### config.mk
export PLATFORM = sky130hd
export DESIGN_NAME = prt_front
export DESIGN_NICKNAME = d
export VERILOG_FILES = /design/src/rtl/core/page_refcount_region_tracker_top_macros.svh /design/src/rtl/core/prt_pkg.sv /design/src/rtl/core/prt_fifo.sv /design/src/rtl/core/prt_front.sv
export SDC_FILE = /design/constraint.sdc
export NUM_CORES = 1
export LEC_CHECK = 0
export BUFFER_PORTS_ARGS = -buffer_cell sky130_fd_sc_hd__buf_4
export CAP_MARGIN = 20
export CORE_MARGIN = 5
export CORE_UTILIZATION = 52
export DETAILED_ROUTE_END_ITERATION = 8
export PLACE_DENSITY = 0.85
export SYNTH_ARGS = -nofsm -noshare
export SYNTH_HDL_FRONTEND = slang
export SYNTH_SLANG_ARGS = --single-unit
### constraint.sdc
create_clock -name clk -period 3 [get_ports clk]
set_input_delay 0.6 -clock clk [delete_from_list [all_inputs] [get_ports clk]]
set_output_delay 0.6 -clock clk [all_outputs]
set_load 0.01 [all_outputs]
### src/rtl/core/page_refcount_region_tracker_top_macros.svh
// Assertion macros for the page refcount region tracker RTL.
// Included by the modules that carry concurrent checks; no other dependencies.
`ifndef PAGE_REFCOUNT_REGION_TRACKER_TOP_MACROS_SVH
`define PAGE_REFCOUNT_REGION_TRACKER_TOP_MACROS_SVH

// Consequent must hold in the same cycle as the antecedent.
`define PRT_ASSERT_SAME(label, clk, rst_n, ante, cons, msg) \
  label: assert property (@(posedge clk) disable iff (!rst_n) (ante) |-> (cons)) \
    else $error(msg);

// Consequent must hold in the cycle after the antecedent.
`define PRT_ASSERT_NEXT(label, clk, rst_n, ante, cons, msg) \
  label: assert property (@(posedge clk) disable iff (!rst_n) (ante) |=> (cons)) \
    else $error(msg);

`endif

### src/rtl/core/prt_pkg.sv
// Shared types and fixed constants for the page refcount region tracker.
// No dependencies.
package prt_pkg;

  localparam int ADDR_W  = 24;
  localparam int BYTES_W = 19;
  localparam int COUNT_W = 16;
  localparam logic [COUNT_W-1:0] COUNT_MAX = '1;

  typedef enum logic [1:0] {
    ERR_OK        = 2'd0,
    ERR_OVERFLOW  = 2'd1,
    ERR_UNDERFLOW = 2'd2,
    ERR_RANGE     = 2'd3
  } err_t;

  typedef enum logic [2:0] {
    ST_CLEAR,
    ST_IDLE,
    ST_WALK,
    ST_CLOSE,
    ST_FINAL
  } back_state_t;

  // Result item as held in the result queue.
  typedef struct packed {
    logic               valid;
    logic [ADDR_W-1:0]  start;
    logic [BYTES_W-1:0] bytes;
    logic               cached;
    err_t               err;
    logic               last;
  } res_t;

  // Back-end requests towards the front end.
  typedef struct packed {
    logic pop;
    logic clearing;
  } back_req_t;

endpackage

### src/rtl/core/prt_fifo.sv
// Small show-ahead FIFO built from registers.
// No dependencies.
module prt_fifo #(
  parameter int WIDTH = 8,
  parameter int DEPTH = 4
) (
  input  logic                       clk,
  input  logic                       rst_n,
  input  logic                       push,
  input  logic [WIDTH-1:0]           wdata,
  input  logic                       pop,
  output logic [WIDTH-1:0]           rdata,
  output logic                       empty,
  output logic                       full,
  output logic [$clog2(DEPTH+1)-1:0] level
);

  localparam int AW = $clog2(DEPTH);
  localparam int CW = $clog2(DEPTH + 1);

  logic [WIDTH-1:0] mem_r [DEPTH];
  logic [AW-1:0]    wr_ptr_r, wr_ptr_nxt;
  logic [AW-1:0]    rd_ptr_r, rd_ptr_nxt;
  logic [CW-1:0]    cnt_r, cnt_nxt;
  logic             do_push, do_pop;

  assign empty   = (cnt_r == '0);
  assign full    = (cnt_r == CW'(DEPTH));
  assign level   = cnt_r;
  assign rdata   = mem_r[rd_ptr_r];
  assign do_push = push && !full;
  assign do_pop  = pop && !empty;

  always_comb begin
    wr_ptr_nxt = wr_ptr_r;
    rd_ptr_nxt = rd_ptr_r;
    cnt_nxt    = cnt_r;
    if (do_push) begin
      wr_ptr_nxt = (wr_ptr_r == AW'(DEPTH - 1)) ? '0 : wr_ptr_r + AW'(1);
    end
    if (do_pop) begin
      rd_ptr_nxt = (rd_ptr_r == AW'(DEPTH - 1)) ? '0 : rd_ptr_r + AW'(1);
    end
    if (do_push && !do_pop) begin
      cnt_nxt = cnt_r + CW'(1);
    end else if (do_pop && !do_push) begin
      cnt_nxt = cnt_r - CW'(1);
    end
  end

  always_ff @(posedge clk) begin
    if (!rst_n) begin
      wr_ptr_r <= '0;
      rd_ptr_r <= '0;
      cnt_r    <= '0;
    end else begin
      wr_ptr_r <= wr_ptr_nxt;
      rd_ptr_r <= rd_ptr_nxt;
      cnt_r    <= cnt_nxt;
    end
  end

  always_ff @(posedge clk) begin
    if (do_push) begin
      mem_r[wr_ptr_r] <= wdata;
    end
  end

endmodule

### src/rtl/core/prt_front.sv
// Front end: registers a request, works out its page span, range-checks it
// and queues a walk command. Depends on prt_pkg and prt_fifo.
module prt_front #(
  parameter int PAGE_BITS     = 12,
  parameter int PAGE_COUNT    = 4096,
  parameter int MAX_REQ_PAGES = 64,
  parameter int CMD_W         = 4 + $clog2(PAGE_COUNT) + $clog2(MAX_REQ_PAGES + 1)
) (
  input  logic                          clk,
  input  logic                          rst_n,
  input  logic                          in_push,
  output logic                          in_full,
  input  logic                          in_func,
  input  logic [prt_pkg::ADDR_W-1:0]    in_start_address,
  input  logic [prt_pkg::BYTES_W-1:0]   in_byte_count,
  input  prt_pkg::back_req_t            back_req,
  output logic                          cmd_valid,
  output logic [CMD_W-1:0]              cmd_data
);
  import prt_pkg::*;

  localparam int PIDX_W = $clog2(PAGE_COUNT);
  localparam int NP_W   = $clog2(MAX_REQ_PAGES + 1);
  localparam int LB_W   = ADDR_W + 1;
  localparam int APG_W  = ADDR_W - PAGE_BITS;
  localparam int LPG_W  = LB_W - PAGE_BITS;

  logic              a_valid_r, a_valid_nxt;
  logic              a_dec_r;
  logic              a_zero_r;
  logic [APG_W-1:0]  a_first_r;
  logic [LPG_W-1:0]  a_lastpg_r;
  logic [LB_W-1:0]   last_byte;
  logic              accept;
  logic              cmdq_push, cmdq_full, cmdq_empty;
  logic [31:0]       span;
  logic              bad_end, bad_span, no_walk;
  err_t              cmd_err;
  logic [CMD_W-1:0]  cmd_wdata;

  assign accept    = in_push && !in_full;
  assign in_full   = back_req.clearing || (a_valid_r && cmdq_full);
  assign last_byte = LB_W'(in_start_address) + LB_W'(in_byte_count) - LB_W'(1);

  always_comb begin
    a_valid_nxt = a_valid_r;
    if (accept) begin
      a_valid_nxt = 1'b1;
    end else if (cmdq_push) begin
      a_valid_nxt = 1'b0;
    end
  end

  always_ff @(posedge clk) begin
    if (!rst_n) begin
      a_valid_r <= 1'b0;
    end else begin
      a_valid_r <= a_valid_nxt;
    end
  end

  always_ff @(posedge clk) begin
    if (accept) begin
      a_dec_r    <= in_func;
      a_zero_r   <= (in_byte_count == '0);
      a_first_r  <= in_start_address[ADDR_W-1:PAGE_BITS];
      a_lastpg_r <= last_byte[LB_W-1:PAGE_BITS];
    end
  end

  // Classify: zero length and rejected ranges become terminator-only commands.
  assign span     = 32'(a_lastpg_r) - 32'(a_first_r);
  assign bad_end  = 32'(a_lastpg_r) >= 32'(PAGE_COUNT);
  assign bad_span = span >= 32'(MAX_REQ_PAGES);
  assign no_walk  = a_zero_r || bad_end || bad_span;
  assign cmd_err  = (!a_zero_r && (bad_end || bad_span)) ? ERR_RANGE : ERR_OK;

  assign cmd_wdata = {a_dec_r, no_walk, cmd_err, PIDX_W'(a_first_r),
                      NP_W'(span + 32'd1)};
  assign cmdq_push = a_valid_r && !cmdq_full;

  prt_fifo #(
    .WIDTH (CMD_W),
    .DEPTH (2)
  ) u_cmdq (
    .clk   (clk),
    .rst_n (rst_n),
    .push  (cmdq_push),
    .wdata (cmd_wdata),
    .pop   (back_req.pop),
    .rdata (cmd_data),
    .empty (cmdq_empty),
    .full  (cmdq_full),
    .level ()
  );

  assign cmd_valid = !cmdq_empty;

endmodule

==> results.txt <==
The flow ran to the end, and the final reports show no timing, DRC or antenna violations. The reg2reg setup slack is roughly 0.11 ns. The via count of the first global-routing pass came out at approximately 3.4k.

By area the synthesized netlist is led by edfxtp_1, ha_1, inv_1, mux2_2, xnor2_1. The endpoint arrival time on the critical path came out at a little under 3 ns. The routed design has about 9000 µm of wire. The total overflow left after global routing is 0. The share of layout cells above drive strength 1 is between 20% and 30%. The synthesized area per cell is roughly 11 µm². The initial DRC count came out at roughly 120. The post-layout net count came out at approximately 650. The number of warning messages in the yosys log came out at 0.

The detailed-route vias per instance is approximately 5.2. The final RePlAce weighted congestion is 0.857. The longest individual stage delay on the worst path came out at about 0.39 ns. The required time of the critical path is slightly above 3 ns. The area growth from synthesis to layout is 19.3%. The overall global routing resource usage is roughly 16%. The HPWL after detailed placement is between 6000 and 7000 µm. The buffer cell driving the clock tree root is clkbuf_8. The x dimension of the die is about 110 µm. The post-route met1 wirelength is about 3700 µm. Measured against its own limit, the worst slew margin works out to between 30% and 40%.

The number of placed cells counting well taps is 646. The port buffer count is 73. The met3 wirelength from detailed routing came out at 469 µm. The number of search-and-repair iterations in the first detailed-routing pass is 5. STA classifies the critical path startpoint as a register. The pin count of the biggest net entering global routing came out at 29. Across all setup checks in the final design, the least slack found is between 0.1 and 0.15 ns. The die extent in y came out at ~110 µm. The worst-margin pin slew is around 1 ns. The first global-routing pass estimated 14800 µm of wire. In this run, CTS created clock tree buffers numbering 9. The number of core rows is 35. The kind of critical path is reg2reg. The final cell utilization of the core came out at between 60% and 70%. The residual antenna-violating net count after detailed routing came out at 0. The post-synthesis xor/xnor area fraction is 4.12%. The count of final hold-check violations is 0. The worst hold path terminates at a_dec_r. The summed instance area of the synthesized netlist is about 4900 µm². The area fraction in compound gates after synthesis came out at 11.9%. For the finished layout, the period the worst path requires is about 2.9 ns. The synthesized design contains a little over 70 enable-type register cells.

The fraction of registers with async set/reset came out at 0%. The via count came out at between 3k and 4k. The post-detailed-route DRC marker count came out at 0. The slowest stage of the critical path belongs to the cell or3_4.

0 antenna diodes ended up in the layout. STA classifies the critical path endpoint as a register. The netlist uses 54 different library cells.

The number of antenna violations at the first check in global routing is 0. For this design the top-level I/O count stands at 74. The most critical setup path has its startpoint at a_lastpg_r[0]. The sum of met2 wire segment lengths after detailed routing is between 4000 and 5000 µm. The worst-skew pair later-pin latency came out at around 0.34 ns.

The maximum buffer depth of the clock tree came out at 2. The cell area after layout came out at slightly below 6000 µm². The final instance count without filler cells is 665. Setup violations remaining at the end of the flow were counted as 0. The register clock-pin slew on the reported worst setup and hold paths is 0.07 ns. The depth of the worst register-to-register path is 11. In this run the worst path has a maximum fanout of 3. The number of max-capacitance violations reported came out at 0.

The number of sinks on the clock net came out at slightly below 80. The post-synthesis adder-cell area fraction came out at between 10% and 20%. For the final database, setup skew stands at between 0.009 and 0.01 ns. The largest family of logic cells by synthesized area is adder cells. The synthesized flop and latch total came out at 77.

After synthesis, the largest area contributor takes up 43.6% of total cell area. The initial utilization of the core area, before any placement, comes to 53.2%. The floorplan step defined a die boundary enclosing roughly 11000 µm². CTS built an H-tree with a depth of 3. The power density of the placed cells is about 540 nW/µm². The cell count after synthesis came out at ~460. The startpoint identified for the worst hold timing path is in_func. Among all flip-flop cells after synthesis, the most frequent one is edfxtp_1. The detailed router used layers up to and including met4. Based on the critical path, the design can be clocked at up to roughly 350 MHz.

The floorplan core area is 9200 µm². The number of pins with negative max-slew slack in the final report is 0. TritonCTS built the clock tree.

The min-delay analysis places its worst path in the category in2reg. The static power due to leakage came out at 2.63 nW. The mux contribution to synthesized area is about 5.5%. The synthesized net count is 569.

On the final layout, the worst hold slack is 0.438 ns. The wire length per cell after detailed routing came out at 13.3 µm. Walking the worst path, the cells encountered are inv_1 > ha_2 > inv_1 > fa_2 > a211oi_2 > o21ai_2 > a2111oi_4 > nor3_2 > or3_4 > a2111oi_4 > nand2b_1.

The sequential area share after synthesis came out at between 40 and 50%. The worst hold path cell count is 1. In this run the critical register-to-register path is captured at u_cmdq.mem_r[0][21]. The maximum vdd drop came out at 268 µV. The worst path uses a little over nine tenths of the clock period. Once placement finished, the instance area stood at 5590 µm². The library cell used most frequently in the layout, excluding fill and tap cells, is inv_1.

The leading area contributor after synthesis is edfxtp_1. At the placement stage, the worst setup path has a slack of -0.0810 ns. The simple-gate area share of the yosys netlist came out at approximately a tenth. The startpoint identified for the worst register-to-register timing path is a_lastpg_r[0].

The library cells used most frequently in the layout, excluding fill and tap cells, are inv_1, buf_4, edfxtp_1.
[metrics by stage]
step / power, mW / TNS, ns
2_1_floorplan: 2.10 / 0
3_3_place_gp: 2.41 / 0
3_5_place_dp: 2.45 / -0.258
4_1_cts: 3.18 / 0
5_1_grt: 3.36 / -0.0119
6_report: 3.17 / 0
[cells in the mapped netlist, types with 7 or more instances]
cell type  count
ha_1          55
o21ai_0       16
a21oi_1       21
xnor2_1       15
nand2_1       16
nor2_1        19
o21a_1         7
nor3_1         9
edfxtp_1      71
xor2_1         8
mux2_2        22
a21o_1         9
inv_1        101
[power by group]
| part | switching [mW] | leakage [nW] | internal, mW |
|---|---|---|---|
| clock | 0.335 | 0.0972 | 0.376 |
| combinational | 0.566 | 1.83 | 0.557 |
| sequential | 0.0359 | 0.700 | 1.30 |
[state kept, by name, summed over array words and instances, names as in the netlist, named ones only]
name             count
a_valid_r            1
u_cmdq.wr_ptr_r      1
u_cmdq.mem_r        44
a_first_r           12
a_zero_r             1
a_lastpg_r          13
a_dec_r              1
u_cmdq.rd_ptr_r      1
u_cmdq.level         2
[cell families after synthesis]
logic type | count (synthesis)
compound gates | 86
xor+xnor | 23
fa+ha+maj | 56
buf+inv | 107
flops | 77
mux | 24
simple gates | 91
[layer usage]
metal / vias up / track usage, %
li1: 1788 / -
met3: 20 / 3.19
met1: 1581 / 19.4
met2: 102 / 27.6
met5: - / 0
met4: 0 / 6.76
[final cells by class]
cell class / instances / area (µm²)
inverters: 101 / 379
clock inverters: 6 / 53.8
multi-input cells: 280 / 2290
repair buffers: 80 / 601
well taps: 111 / 139
flip-flops and latches: 77 / 2250
fillers: 690 / 3360
clock buffers: 10 / 128
[how the worst max path moves through the flow]
stage | to | slack [ns] | depth (start not counted)
detailed placement | u_cmdq.mem_r[0][21] | -0.08 | 11
floorplan | u_cmdq.mem_r[0][21] | 0.14 | 11
global route | u_cmdq.mem_r[0][21] | -0.006 | 11
global placement | u_cmdq.mem_r[0][21] | 0.04 | 11
CTS | u_cmdq.mem_r[0][21] | 0.01 | 11
finish | u_cmdq.mem_r[0][21] | 0.11 | 11
[critical path: cells and delay by family (launching register included)]
family          cells  cell delay [ns]
fa+ha+maj           2             0.51
simple gates        3             0.61
flops               1             0.37
compound gates      4             1.02
buf+inv             2             0.12
[repair_timing]
item	4_1_cts	5_1_grt
buffers inserted	0	3
cloned	0	0
endpoints found under the setup margin	4	4
gates resized for setup	5	3
pin swaps	3	5
hold buffers	0	0
No activity file was read; power rests on OpenSTA's default activity.
